File: config.mk
export PLATFORM = sky130hd
export DESIGN_NAME = two_stage_rejecting_averager
export DESIGN_NICKNAME = d
export VERILOG_FILES = /design/src/hw/rtl/tsra_pkg.sv /design/src/hw/rtl/tsra_queue.sv /design/src/hw/rtl/tsra_front.sv /design/src/hw/rtl/tsra_div.sv /design/src/hw/rtl/tsra_back.sv /design/src/hw/rtl/two_stage_rejecting_averager.sv
export VERILOG_INCLUDE_DIRS = /design/src /design/src/hw/rtl
export SDC_FILE = /design/constraint.sdc
export NUM_CORES = 1
export LEC_CHECK = 0
export ABC_AREA = 0
export ABC_CLOCK_PERIOD_IN_PS = 5400
export BUFFER_PORTS_ARGS = -buffer_cell sky130_fd_sc_hd__buf_2
export CORE_ASPECT_RATIO = 1.4
export CORE_MARGIN = 2
export CORE_UTILIZATION = 63
export CTS_CLUSTER_DIAMETER = 30
export DETAILED_ROUTE_END_ITERATION = 12
export PLACE_DENSITY = 0.87
export SLEW_MARGIN = 20
export SYNTH_ARGS = -nofsm -noshare
export SYNTH_HDL_FRONTEND = slang
export SYNTH_SLANG_ARGS = --single-unit
File: constraint.sdc
create_clock -name clk -period 5.4 [get_ports clk]
set_input_delay 0 -clock clk [delete_from_list [all_inputs] [get_ports clk]]
set_output_delay 0 -clock clk [all_outputs]
set_load 0.1 [all_outputs]
File: src/hw/rtl/two_stage_rejecting_averager_assert.svh
// Assertion macros for the two-stage rejecting averager.
// Every macro expects a clock named clk in scope; all but TSRA_ASSERT_NEXT also expect a reset named rst.
`ifndef TWO_STAGE_REJECTING_AVERAGER_ASSERT_SVH
`define TWO_STAGE_REJECTING_AVERAGER_ASSERT_SVH

// The expression must never hold outside reset.
`define TSRA_ASSERT_NEVER(lbl, expr) \
  lbl: assert property (@(posedge clk) disable iff (rst) !(expr)) \
    else $error("%m: forbidden condition seen");

// Outside reset, the antecedent implies the consequent in the same cycle.
`define TSRA_ASSERT_IMPL(lbl, ante, cons) \
  lbl: assert property (@(posedge clk) disable iff (rst) (ante) |-> (cons)) \
    else $error("%m: implication failed");

// The antecedent implies the consequent in the next cycle, reset included.
`define TSRA_ASSERT_NEXT(lbl, ante, cons) \
  lbl: assert property (@(posedge clk) (ante) |=> (cons)) \
    else $error("%m: next-cycle check failed");

`endif

File: src/hw/rtl/tsra_pkg.sv
`timescale 1ns / 1ps
`default_nettype none

package tsra_pkg;

  localparam int SAMPLE_W    = 16;
  localparam int SUM_W       = 23;
  localparam int COUNT_W     = 8;
  localparam int VALUE_W     = 15;
  localparam int QUEUE_DEPTH = 2;
  localparam int DIV_CNT_W   = $clog2(SUM_W);

  localparam logic [SAMPLE_W-1:0] REJECT_LIMIT = 16'd32767;
  localparam logic [COUNT_W-1:0]  COUNT_RESET  = 8'd10;

  // Configuration register indexes.
  localparam logic REG_INNER_COUNT = 1'b0;
  localparam logic REG_OUTER_COUNT = 1'b1;

  // One finished inner group, handed from the front to the back.
  typedef struct packed {
    logic [SUM_W-1:0]   sum;
    logic [COUNT_W-1:0] kept;
  } group_t;

  // Start request for the shared serial divider.
  typedef struct packed {
    logic               start;
    logic [SUM_W-1:0]   dividend;
    logic [COUNT_W-1:0] divisor;
  } div_req_t;

  typedef enum logic [2:0] {
    B_IDLE,
    B_INNER_DIV,
    B_OUTER_UPD,
    B_OUTER_DIV,
    B_EMIT
  } back_state_t;

endpackage

`default_nettype wire

File: src/hw/rtl/tsra_queue.sv
`timescale 1ns / 1ps
`default_nettype none

module tsra_queue #(
  parameter int DEPTH = tsra_pkg::QUEUE_DEPTH
) (
  input  wire              clk,
  input  wire              rst,
  input  wire              push,
  input  tsra_pkg::group_t push_entry,
  input  wire              pop,
  output tsra_pkg::group_t head,
  output logic             not_empty,
  output logic             not_full
);

  localparam int PTR_W = $clog2(DEPTH);
  localparam int CNT_W = $clog2(DEPTH + 1);

  tsra_pkg::group_t entries [DEPTH];
  logic [PTR_W-1:0] wr_ptr;
  logic [PTR_W-1:0] rd_ptr;
  logic [CNT_W-1:0] fill;

  assign head      = entries[rd_ptr];
  assign not_empty = (fill != '0);
  assign not_full  = (fill != CNT_W'(DEPTH));

  always_ff @(posedge clk) begin
    if (push) begin
      entries[wr_ptr] <= push_entry;
    end
  end

  always_ff @(posedge clk) begin
    if (rst) begin
      wr_ptr <= '0;
      rd_ptr <= '0;
      fill   <= '0;
    end else begin
      if (push) begin
        wr_ptr <= (wr_ptr == PTR_W'(DEPTH - 1)) ? '0 : wr_ptr + 1'b1;
      end
      if (pop) begin
        rd_ptr <= (rd_ptr == PTR_W'(DEPTH - 1)) ? '0 : rd_ptr + 1'b1;
      end
      if (push && !pop) begin
        fill <= fill + 1'b1;
      end else if (pop && !push) begin
        fill <= fill - 1'b1;
      end
    end
  end

endmodule

`default_nettype wire

File: src/hw/rtl/tsra_front.sv
`timescale 1ns / 1ps
`default_nettype none

module tsra_front (
  input  wire                            clk,
  input  wire                            rst,
  input  wire                            in_valid,
  output logic                           in_ready,
  input  wire [tsra_pkg::SAMPLE_W-1:0]   sample,
  input  wire [tsra_pkg::COUNT_W-1:0]    inner_count,
  input  wire                            q_not_full,
  output logic                           push,
  output tsra_pkg::group_t               push_entry
);

  logic [tsra_pkg::SUM_W-1:0]   inner_sum;
  logic [tsra_pkg::COUNT_W-1:0] inner_kept;
  logic [tsra_pkg::COUNT_W-1:0] inner_seen;

  logic                         accept;
  logic                         keep;
  logic [tsra_pkg::SUM_W-1:0]   sum_next;
  logic [tsra_pkg::COUNT_W-1:0] kept_next;
  logic [tsra_pkg::COUNT_W-1:0] seen_next;
  logic                         group_done;

  // Room in the queue is enough to take a sample, since each sample
  // pushes at most one group.
  assign in_ready = q_not_full;
  assign accept   = in_valid && q_not_full;

  assign keep       = (sample < tsra_pkg::REJECT_LIMIT);
  assign sum_next   = keep ? inner_sum + tsra_pkg::SUM_W'(sample) : inner_sum;
  assign kept_next  = keep ? inner_kept + 1'b1 : inner_kept;
  assign seen_next  = inner_seen + 1'b1;
  assign group_done = !(seen_next < inner_count);

  assign push            = accept && group_done;
  assign push_entry.sum  = sum_next;
  assign push_entry.kept = kept_next;

  always_ff @(posedge clk) begin
    if (rst) begin
      inner_sum  <= '0;
      inner_kept <= '0;
      inner_seen <= '0;
    end else if (accept) begin
      if (group_done) begin
        inner_sum  <= '0;
        inner_kept <= '0;
        inner_seen <= '0;
      end else begin
        inner_sum  <= sum_next;
        inner_kept <= kept_next;
        inner_seen <= seen_next;
      end
    end
  end

endmodule

`default_nettype wire

File: src/hw/rtl/tsra_div.sv
`timescale 1ns / 1ps
`default_nettype none

module tsra_div (
  input  wire                          clk,
  input  wire                          rst,
  input  tsra_pkg::div_req_t           req,
  output logic                         done,
  output logic [tsra_pkg::SUM_W-1:0]   quotient
);

  logic                           busy;
  logic [tsra_pkg::DIV_CNT_W-1:0] step;
  logic [tsra_pkg::COUNT_W-1:0]   divisor;
  logic [tsra_pkg::COUNT_W-1:0]   rem;
  logic [tsra_pkg::SUM_W-1:0]     quo;

  logic [tsra_pkg::COUNT_W:0]     rem_sh;
  logic [tsra_pkg::COUNT_W:0]     diff;
  logic                           fits;

  // Restoring division, one quotient bit per cycle. The remainder stays
  // below the divisor, so it fits in the divisor's width.
  assign rem_sh   = {rem, quo[tsra_pkg::SUM_W-1]};
  assign diff     = rem_sh - {1'b0, divisor};
  assign fits     = (rem_sh >= {1'b0, divisor});
  assign quotient = quo;

  always_ff @(posedge clk) begin
    if (req.start) begin
      divisor <= req.divisor;
      rem     <= '0;
      quo     <= req.dividend;
    end else if (busy) begin
      rem <= fits ? diff[tsra_pkg::COUNT_W-1:0] : rem_sh[tsra_pkg::COUNT_W-1:0];
      quo <= {quo[tsra_pkg::SUM_W-2:0], fits};
    end
  end

  always_ff @(posedge clk) begin
    if (rst) begin
      busy <= 1'b0;
      done <= 1'b0;
      step <= '0;
    end else begin
      done <= 1'b0;
      if (req.start) begin
        busy <= 1'b1;
        step <= '0;
      end else if (busy) begin
        step <= step + 1'b1;
        if (step == tsra_pkg::DIV_CNT_W'(tsra_pkg::SUM_W - 1)) begin
          busy <= 1'b0;
          done <= 1'b1;
        end
      end
    end
  end

endmodule

`default_nettype wire

File: src/hw/rtl/tsra_back.sv
`timescale 1ns / 1ps
`default_nettype none

module tsra_back (
  input  wire                           clk,
  input  wire                           rst,
  input  wire [tsra_pkg::COUNT_W-1:0]   outer_count,
  input  tsra_pkg::group_t              q_head,
  input  wire                           q_not_empty,
  output logic                          q_pop,
  output logic                          out_valid,
  input  wire                           out_ready,
  output logic [tsra_pkg::VALUE_W-1:0]  filtered_value,
  output logic                          no_valid_data
);

  tsra_pkg::back_state_t state, state_next;

  logic [tsra_pkg::VALUE_W-1:0] mean, mean_next;
  logic [tsra_pkg::SUM_W-1:0]   outer_sum, outer_sum_next;
  logic [tsra_pkg::COUNT_W-1:0] outer_kept, outer_kept_next;
  logic [tsra_pkg::COUNT_W-1:0] outer_seen, outer_seen_next;
  logic [tsra_pkg::VALUE_W-1:0] res_value, res_value_next;
  logic                         res_flag, res_flag_next;
  logic                         load_out;

  logic [tsra_pkg::SUM_W-1:0]   sum_new;
  logic [tsra_pkg::COUNT_W-1:0] kept_new;
  logic [tsra_pkg::COUNT_W-1:0] seen_inc;

  tsra_pkg::div_req_t           div_req;
  logic                         div_done;
  logic [tsra_pkg::SUM_W-1:0]   div_quo;

  tsra_div u_div (
    .clk      (clk),
    .rst      (rst),
    .req      (div_req),
    .done     (div_done),
    .quotient (div_quo)
  );

  assign seen_inc = outer_seen + 1'b1;
  assign sum_new  = (mean != '0) ? outer_sum + tsra_pkg::SUM_W'(mean) : outer_sum;
  assign kept_new = (mean != '0) ? outer_kept + 1'b1 : outer_kept;

  always_comb begin
    state_next      = state;
    mean_next       = mean;
    outer_sum_next  = outer_sum;
    outer_kept_next = outer_kept;
    outer_seen_next = outer_seen;
    res_value_next  = res_value;
    res_flag_next   = res_flag;
    q_pop           = 1'b0;
    load_out        = 1'b0;
    div_req         = '0;
    unique case (state)
      tsra_pkg::B_IDLE: begin
        if (q_not_empty) begin
          q_pop = 1'b1;
          if (q_head.kept != '0) begin
            div_req.start    = 1'b1;
            div_req.dividend = q_head.sum;
            div_req.divisor  = q_head.kept;
            state_next       = tsra_pkg::B_INNER_DIV;
          end else begin
            mean_next  = '0;
            state_next = tsra_pkg::B_OUTER_UPD;
          end
        end
      end
      tsra_pkg::B_INNER_DIV: begin
        if (div_done) begin
          mean_next  = div_quo[tsra_pkg::VALUE_W-1:0];
          state_next = tsra_pkg::B_OUTER_UPD;
        end
      end
      tsra_pkg::B_OUTER_UPD: begin
        if (seen_inc < outer_count) begin
          outer_sum_next  = sum_new;
          outer_kept_next = kept_new;
          outer_seen_next = seen_inc;
          state_next      = tsra_pkg::B_IDLE;
        end else begin
          outer_sum_next  = '0;
          outer_kept_next = '0;
          outer_seen_next = '0;
          if (kept_new != '0) begin
            div_req.start    = 1'b1;
            div_req.dividend = sum_new;
            div_req.divisor  = kept_new;
            state_next       = tsra_pkg::B_OUTER_DIV;
          end else begin
            res_value_next = '0;
            res_flag_next  = 1'b1;
            state_next     = tsra_pkg::B_EMIT;
          end
        end
      end
      tsra_pkg::B_OUTER_DIV: begin
        if (div_done) begin
          res_value_next = div_quo[tsra_pkg::VALUE_W-1:0];
          res_flag_next  = 1'b0;
          state_next     = tsra_pkg::B_EMIT;
        end
      end
      tsra_pkg::B_EMIT: begin
        if (!out_valid || out_ready) begin
          load_out   = 1'b1;
          state_next = tsra_pkg::B_IDLE;
        end
      end
      default: begin
        state_next = tsra_pkg::B_IDLE;
      end
    endcase
  end

  always_ff @(posedge clk) begin
    if (rst) begin
      state      <= tsra_pkg::B_IDLE;
      outer_sum  <= '0;
      outer_kept <= '0;
      outer_seen <= '0;
      out_valid  <= 1'b0;
    end else begin
      state      <= state_next;
      outer_sum  <= outer_sum_next;
      outer_kept <= outer_kept_next;
      outer_seen <= outer_seen_next;
      if (load_out) begin
        out_valid <= 1'b1;
      end else if (out_ready) begin
        out_valid <= 1'b0;
      end
    end
  end

  always_ff @(posedge clk) begin
    mean      <= mean_next;
    res_value <= res_value_next;
    res_flag  <= res_flag_next;
    if (load_out) begin
      filtered_value <= res_value;
      no_valid_data  <= res_flag;
    end
  end

endmodule

`default_nettype wire

File: src/hw/rtl/two_stage_rejecting_averager.sv
// Two-stage rejecting averager. Each request on the input channel carries
// one 16-bit proximity sample. Samples of 32767 and above are counted but
// not averaged; every inner_count samples the truncated mean of the kept
// ones (0 if none) forms one inner average, and every outer_count inner
// averages the truncated mean of the nonzero ones is emitted as one output
// request, with no_valid_data set and filtered_value 0 when all of them
// were zero. The front accepts one sample per clock while its group queue
// (QUEUE_DEPTH entries) has room. The back divides each finished inner
// group that kept a sample, and each emitted result, on the shared
// serial divider, which produces one quotient bit per clock (23 steps);
// a result also waits for the output register to be taken. Both group
// counts reset to 10. Configuration is to be written through cfg_we /
// cfg_index / cfg_data only while the block is idle, which the block
// itself does not enforce; a write does not clear accumulated sums, and
// a count of 0 behaves like 1.
`timescale 1ns / 1ps
`default_nettype none

`include "two_stage_rejecting_averager_assert.svh"

module two_stage_rejecting_averager #(
  parameter int QUEUE_DEPTH = tsra_pkg::QUEUE_DEPTH
) (
  input  wire                           clk,
  input  wire                           rst,
  // Sample input channel.
  input  wire                           in_valid,
  output logic                          in_ready,
  input  wire [tsra_pkg::SAMPLE_W-1:0]  sample,
  // Result output channel.
  output logic                          out_valid,
  input  wire                           out_ready,
  output logic [tsra_pkg::VALUE_W-1:0]  filtered_value,
  output logic                          no_valid_data,
  // Configuration write port.
  input  wire                           cfg_we,
  input  wire                           cfg_index,
  input  wire [tsra_pkg::COUNT_W-1:0]   cfg_data
);

  // Group counts, both resetting to ten.
  logic [tsra_pkg::COUNT_W-1:0] inner_count;
  logic [tsra_pkg::COUNT_W-1:0] outer_count;

  // Hand-off between the front and the queue, and the queue and the back.
  logic             q_push;
  tsra_pkg::group_t q_push_entry;
  logic             q_pop;
  tsra_pkg::group_t q_head;
  logic             q_not_empty;
  logic             q_not_full;

  always_ff @(posedge clk) begin
    if (rst) begin
      inner_count <= tsra_pkg::COUNT_RESET;
      outer_count <= tsra_pkg::COUNT_RESET;
    end else if (cfg_we) begin
      unique case (cfg_index)
        tsra_pkg::REG_INNER_COUNT: inner_count <= cfg_data;
        tsra_pkg::REG_OUTER_COUNT: outer_count <= cfg_data;
        default: begin
        end
      endcase
    end
  end

  // The front sums accepted samples and pushes each finished inner group.
  tsra_front u_front (
    .clk         (clk),
    .rst         (rst),
    .in_valid    (in_valid),
    .in_ready    (in_ready),
    .sample      (sample),
    .inner_count (inner_count),
    .q_not_full  (q_not_full),
    .push        (q_push),
    .push_entry  (q_push_entry)
  );

  // The queue lets sampling continue while the back is dividing.
  tsra_queue #(
    .DEPTH (QUEUE_DEPTH)
  ) u_queue (
    .clk        (clk),
    .rst        (rst),
    .push       (q_push),
    .push_entry (q_push_entry),
    .pop        (q_pop),
    .head       (q_head),
    .not_empty  (q_not_empty),
    .not_full   (q_not_full)
  );

  // The back forms inner means, runs the outer stage and holds the result
  // in an output register until it is taken.
  tsra_back u_back (
    .clk            (clk),
    .rst            (rst),
    .outer_count    (outer_count),
    .q_head         (q_head),
    .q_not_empty    (q_not_empty),
    .q_pop          (q_pop),
    .out_valid      (out_valid),
    .out_ready      (out_ready),
    .filtered_value (filtered_value),
    .no_valid_data  (no_valid_data)
  );

  // A group is never pushed into a full queue.
  `TSRA_ASSERT_NEVER(a_push_into_full, q_push && !q_not_full)
  // An empty outer group always reports a zero value.
  `TSRA_ASSERT_IMPL(a_flag_means_zero, out_valid && no_valid_data, filtered_value == '0)
  // The back never pops an empty queue.
  `TSRA_ASSERT_NEVER(a_pop_from_empty, q_pop && !q_not_empty)
  // Reset leaves no result pending.
  `TSRA_ASSERT_NEXT(a_reset_clears_out, rst, !out_valid)

endmodule

`default_nettype wire
==> out/metrics.cfg, run 1 <==
[worst_setup_path]
worstReg2RegStart=u_back.outer_seen[2]
ff2ff_setup_slack_ps=1580
worstReg2RegEnd=u_back.u_div.quotient[18]
r2r_cells=11
arrival_ps=3950
crit_required_ps=5530
crit_path_max_incr_delay_ps=790
critPathLaunchType=flip-flop
crit_fanout=23
slowest_stage=nand2_1
cpMostUsedCell=and3_1
cp_cell_sequence=and3_1, and3_1, xor2_1, ha_1, nand3_1, o21ai_0, o211ai_1, buf_4, a31oi_4, nor2_2, nand2_1
end_kind=flip-flop
crit_path_start=u_back.outer_seen[2]
crit_type=reg -> reg

[logic_synthesis]
synth_top_family_by_area=simple AND/OR/NAND/NOR gates
syn_area_per_cell_um2=9.87
synth_most_common_cell=edfxtp_1
synth_cell_type_count=83
async_flop_share=0
yosysWarningCount=0
ys_ff_latch=258
synthTopCellsByArea=edfxtp_1, dfxtp_1, ha_1
synth_nets=1488
synth_compound_area_frac=0.169
yosysTopAreaCell=edfxtp_1
synth_xor_area_frac=0.0452
syn_area_um2=13800
ys_top_cells_by_count=edfxtp_1, nand2_1, nor2_1
synth_top_cell_area_share=0.305
syn_inst=1395
synth_ff_type=edfxtp_1
synthAdderAreaFrac=0.0589
ys_seq_area_frac=0.477
synth_edf_count=140
synthMuxAreaShare=0.0337
synthSimpleGateAreaFrac=0.181

[die]
row_count=64
initial_core_util=0.637
die_w_um=129
dieHeight_um=179
die_area_um2=23100
ios=48
core_um2=21600

[flow_run]
drv_cap=0

[power_and_ir_drop]
p_leak_uw=0.00594
peakVddDrop_mv=0.290
power.density_nw_per_um2=431

[cts]
cts-root-buf=clkbuf_16
post_cts_resized=0
h-tree-depth=2
numClockSinks=258
max-clock-path-buffers=3
cts_tree=yes
clk_pin_slew_ps=50
post_cts_buffers=0
clk_latency_ps=520
cts_buffers=40

[run_status]
status=complete, no violations

[timing]
period_minus_slack_ps=3820
fin_setup_tns_ps=0
fmax_mhz=262
hold_violations=0
drv_slew=0
rsz0062_at_grt=no
skew_ps=14.5
tightest_slew_ps=1060
finalCritPeriodShare=0.708
finalSetupViolations=0
slew_headroom=0.289

[place]
hpwl_um=22800
place_inst=1649
gp_congestion=0.948
dpl_cell_area_um2=14200
io_buffers=47

[hold_path]
worstHoldStart=sample[14]
min_to=u_front.inner_sum[15]
hp-class=in -> reg
whs_path_depth=5

[final_layout]
final_net_count=1538
utilization=0.728
final_area_um2=15700
num_antenna_cells=0
drive_gt1_frac=0.121
finalNonFillerCells=1739
area_growth_pct=14.3

[detailed_routing]
first_pass_iters=5
vias=11398
viasPerCell=6.55
wirelength_um=34000
wl_met1_um=12500
ant_nets=0
drt_iter0_markers=782
route.met2.wl_um=17200
route.detailed.drc=0
wl_per_cell_um=19.6
wl_met3_um=2490
highest_layer=met4

[global_routing]
grt_pass1_wl_um=55200
grt_pass1_vias=11094
grt_usage=0.300
antenna_found_initial=0
grt_max_degree=54
grt_overflow=0

==> where the power goes <==
| group | internal (uW) | switching (uW) |
|---|---|---|
| Combinational | 614 | 924 |
| Sequential | 2390 | 240 |
| Clock | 1590 | 1020 |
| Total | 4600 | 2180 |
==> timing repair <==
action	4_1_cts	5_1_grt
hold endpoints to repair	47	0
setup endpoints to repair	0	0
hold buffers	18	0
==> per-layer routing <==
metal  track usage  up-vias
met2         0.525      563
met1         0.348     5392
met4         0.175        0
met5             0        -
li1              -     5300
met3        0.0433      143
==> cell type report <==
type / count / area, um2
Clock inverter: 28 / 349
Timing Repair Buffer: 79 / 523
Clock buffer: 44 / 1040
Sequential cell: 258 / 6570
Tap cell: 264 / 330
Inverter: 48 / 180
Multi-Input combinational cell: 1018 / 6750
Fill cell: 1448 / 5880
==> per-stage QoR <==
step / hold slack (ps) / power [uW] / worst slack (ps)
floorplan: 136 / 3730 / 943
global placement: 257 / 4070 / 1790
detailed placement: 246 / 4140 / 1690
CTS: 53.5 / 6750 / 1680
global route: 115 / 7060 / 1330
finish: 52.9 / 6780 / 1580
==> flip-flops by register name (all words and copies together), names as in the netlist, 2 cells and up, named ones only <==
signal	cells
u_back.u_div.divisor	8
u_queue.fill	2
u_front.inner_seen	8
u_front.inner_sum	23
u_back.u_div.rem	8
u_back.mean	15
u_back.filtered_value	15
outer_count	8
u_queue.entries	62
u_back.res_value	15
u_back.u_div.quotient	23
u_back.state	3
u_back.outer_seen	8
u_front.inner_kept	8
inner_count	8
u_back.outer_sum	23
u_back.u_div.step	5
u_back.outer_kept	8
==> worst max path at each step <==
stage / to / slack (ps) / cells past startpoint
2_1_floorplan: u_queue.entries[0][0] / 940 / 4
3_3_place_gp: u_back.outer_sum[19] / 1790 / 11
3_5_place_dp: u_back.u_div.quotient[1] / 1690 / 11
4_1_cts: u_back.u_div.quotient[18] / 1680 / 11
5_1_grt: u_back.u_div.quotient[7] / 1330 / 11
6_report: u_back.u_div.quotient[18] / 1580 / 11
==> cells in the final DEF (no fill, tap or decap), types with 10 or more instances in the layout <==
cell type      instances
a21oi_1               83
o21ai_0               50
o211ai_1              14
or3_1                 19
dfxtp_1              117
nor3_1                37
ha_1                  60
mux2_2                11
o22ai_1               15
edfxtp_1             140
a221o_1               17
nand3b_1              13
inv_1                 47
buf_4                 15
a21o_1                13
nor2b_1               10
clkbuf_16             41
xor2_1                35
nand4_1               20
nand2_1              134
a22oi_1               28
mux2i_1               34
xnor2_1               36
dlygate4sd3_1         18
a31oi_1               21
nand3_1               43
and3_1                31
and2_1                25
nor2_1               121
buf_2                 46
==> logic make-up after synthesis <==
kind of cell | count (synthesis)
AOI/OAI and AO/OA | 335
xor gates and xnor gates | 71
adders and majority gates | 63
buffers and inverters | 119
DFF | 258
muxes | 45
and+or+nand+nor | 504
==> worst max-delay path, delay by kind of cell, from the launching register on <==
kind                       cells  cell delay (ps)
AOI/OAI and AO/OA              3              940
buffers and inverters          1              220
xor gates and xnor gates       1              100
adders and majority gates      1              320
DFF                            1              400
and+or+nand+nor                5             1440
No activity file was read; power rests on OpenSTA's default activity.
==> run 2, diff against run 1 <==
ABC_AREA = 1   (was 0)
ABC_CLOCK_PERIOD_IN_PS = 3900   (was 5400)
clock period = 3.9 ns   (was 5.4 ns; I/O delays follow)
==> run 2 against run 1 <==
  * Fmax grew 18%
  * Power increased by 44%
  * Register-to-register slack got worse by 920 ps
  * Worst setup slack lost 920 ps
  * Routed wire length grew 3.0%
  * Final area up 0.35%
  * Count of clock-buffer cells in the layout is 1 higher
  * Die area shrank 0.17%
  * Largest cell class is now registers
  * Largest power group is now the clock network
==> out/metrics.cfg, run 2 <==
[timing]
skew_ps=23.5  ; +9.07 ps
finalSetupViolations=0  ; unchanged
fmax_mhz=308  ; +18%
rsz0062_at_grt=no
whs_ps=45.9  ; -7.01 ps
fin_setup_tns_ps=0  ; unchanged
tightest_slew_ps=942  ; -122 ps
period_minus_slack_ps=3250  ; -577 ps
drv_slew=0  ; unchanged
hold_violations=0  ; unchanged
slew_headroom=0.372  ; +0.0830
finalCritPeriodShare=0.832  ; +0.124

[cts]
post_cts_resized=0  ; unchanged
cts_buffers=39  ; -2.5%
post_cts_buffers=0  ; unchanged
h-tree-depth=2  ; unchanged
cts_tree=yes
max-clock-path-buffers=3  ; unchanged
numClockSinks=258  ; unchanged
clk_pin_slew_ps=70  ; +20 ps
ctsHoldBuffers=17  ; -1
cts-root-buf=clkbuf_16
clk_latency_ps=530  ; about the same

[final_layout]
regMostFlops=u_queue.entries
largest_reg_flops=62  ; unchanged
drive_gt1_frac=0.0913  ; -0.0294
mostFrequentLayoutCells=nand2_1, inv_1, a21oi_1
layout_commonest_cell=nand2_1
utilization=0.742  ; +0.0141
final_net_count=1892  ; +23%
fill_cells=1460  ; +0.83%
final_area_um2=15800  ; +0.35%
area_growth_pct=14.9

[detailed_routing]
drt_iter0_markers=1126  ; +44%
wirelength_um=35000  ; +3.0%
vias=12269  ; +7.6%
wl_per_cell_um=16.8  ; -14%
first_pass_iters=6  ; +1
route.detailed.drc=0  ; unchanged
viasPerCell=5.87  ; -10%
ant_nets=0  ; unchanged

[logic_synthesis]
synth_cell_type_count=40  ; -52%
synthTopCellsByArea=edfxtp_1, dfxtp_1, nand2_1
ys_seq_area_frac=0.478  ; +0.000868
ys_top_cells_by_count=nand2_1, inv_1, nor2_1
syn_area_per_cell_um2=7.90  ; -20%
synth_nets=1833  ; +23%
async_flop_share=0  ; unchanged
synth_ff_type=edfxtp_1
synthMuxAreaShare=0.00164  ; -0.0321
synth_compound_area_frac=0.104  ; -0.0645
synth_top_cell_area_share=0.306  ; +0.000556
ys_ff_latch=258  ; unchanged
yosysWarningCount=0  ; unchanged
synth_edf_count=140  ; unchanged
yosysTopAreaCell=edfxtp_1
synth_most_common_cell=nand2_1
synthSimpleGateAreaFrac=0.271  ; +0.0895
synth_xor_area_frac=0.0242  ; -0.0209
synthAdderAreaFrac=0.0590  ; +0.000107
syn_inst=1740  ; +25%
syn_area_um2=13700  ; -0.18%
synth_top_family_by_area=simple AND/OR/NAND/NOR gates

[worst_setup_path]
crit_type=reg -> reg
crit_path_start=u_back.outer_seen[0]
slowest_stage=dfxtp_1
arrival_ps=3430  ; -520 ps
crit_path_max_incr_delay_ps=420  ; -370 ps
end_kind=flip-flop
crit_fanout=28  ; +22%
worstReg2RegStart=u_back.outer_seen[0]
critPathLaunchType=flip-flop
crit_required_ps=4080  ; -1450 ps
cpMostUsedCell=nand2_1
cp_cell_sequence=nand3_1, nand3b_1, nand3b_1, xnor2_1, ha_1, nand2_1, o21a_1, nand2_1, nand2_1, o21bai_4, nand2_2, inv_2, nand2_1, buf_4

[global_routing]
met3_usage=0.0424  ; -0.000895
use_met2=0.555  ; +0.0304
grt_max_degree=80  ; +48%
grt_overflow=0  ; unchanged
antenna_found_initial=1  ; +1
busiest_layer=met2
grt_pass1_wl_um=57600  ; +4.4%
grt_util_met1=0.363  ; +0.0156
grt_usage=0.312  ; +0.0121
grt_pass1_vias=11901  ; +7.3%

[hold_path]
hp-class=in -> reg
worstHoldStart=sample[1]

[place]
hpwl_um=23500  ; +3.0%
dpl_cell_area_um2=14200  ; +0.18%
gp_congestion=0.948  ; about the same
io_buffers=47  ; unchanged

[power_and_ir_drop]
power.density_nw_per_um2=618  ; +44%
p_leak_uw=0.00678  ; +14%
peakVddDrop_mv=0.501  ; +73%

[die]
die_area_um2=23000  ; -0.17%
die_w_um=129  ; about the same
initial_core_util=0.646  ; +0.00894
row_count=63  ; -1.6%
dieHeight_um=179  ; about the same
ios=48  ; unchanged
core_um2=21300  ; -1.6%

[flow_run]
drv_cap=0  ; unchanged

[run_status]
status=complete, no violations

## run 2: kinds of logic (layout without fill, tap and decap cells)
family,count (synthesis),after routing
XOR/XNOR,38,38
AO/OA/AOI/OAI,259,259
buffers and inverters,226,316
other,0,1
multiplexers,2,2
flip-flops,258,258
AND/OR/NAND/NOR,894,894
adder cells (fa/ha/maj),63,63
## run 2: cell type report
| class | instances | area [um2] | area share |
|---|---|---|---|
| clock buffers | 45 | 1060 | 0.0672 |
| inverters | 165 | 619 | 0.0392 |
| multi-input cells | 1256 | 6340 | 0.401 |
| well taps | 260 | 325 | 0.0206 |
| clock inverters | 27 | 363 | 0.0230 |
| repair buffers | 79 | 518 | 0.0328 |
| diodes | 1 | 2.50 | 0.000158 |
| flip-flops and latches | 258 | 6570 | 0.416 |
## run 2: metrics by stage
| stage | worst slack, ps | instances | power, uW |
|---|---|---|---|
| floorplan | 495 | 1740 | 5340 |
| global placement | 935 | 2001 | 5930 |
| detailed placement | 795 | 2001 | 6020 |
| CTS | 753 | 2090 | 9730 |
| global route | 468 | 2091 | 10200 |
| finish | 655 | 2091 | 9760 |
## run 2: path summary, 6_finish.rpt
check | depth (start not counted) | slack [ps] | to
max | 14 | 650 | u_back.u_div.quotient[21]
min | 4 | 50 | u_queue.entries[1][9]
max reg2reg | 14 | 650 | u_back.u_div.quotient[21]
min reg2reg | 0 | 410 | u_back.filtered_value[2]
## run 2: worst max-delay path, delay by kind of cell (launching register included)
| family | cells | cell delay [ps] |
|---|---|---|
| compound gates | 2 | 510 |
| simple gates | 8 | 1110 |
| flops | 1 | 420 |
| fa+ha+maj | 1 | 300 |
| buf+inv | 2 | 380 |
| xor+xnor | 1 | 150 |
## run 2: layer usage
layer  share of wire  routed length [um]
met1            0.37               12900
met4           0.057                1990
met5               0                   0
met3           0.068                2390
met2            0.51               17800
## run 2: power by group
| part | switching, uW | total, uW | internal, uW |
|---|---|---|---|
| Combinational | 1720 | 2510 | 789 |
| Sequential | 226 | 3580 | 3350 |
| Clock | 1430 | 3680 | 2240 |
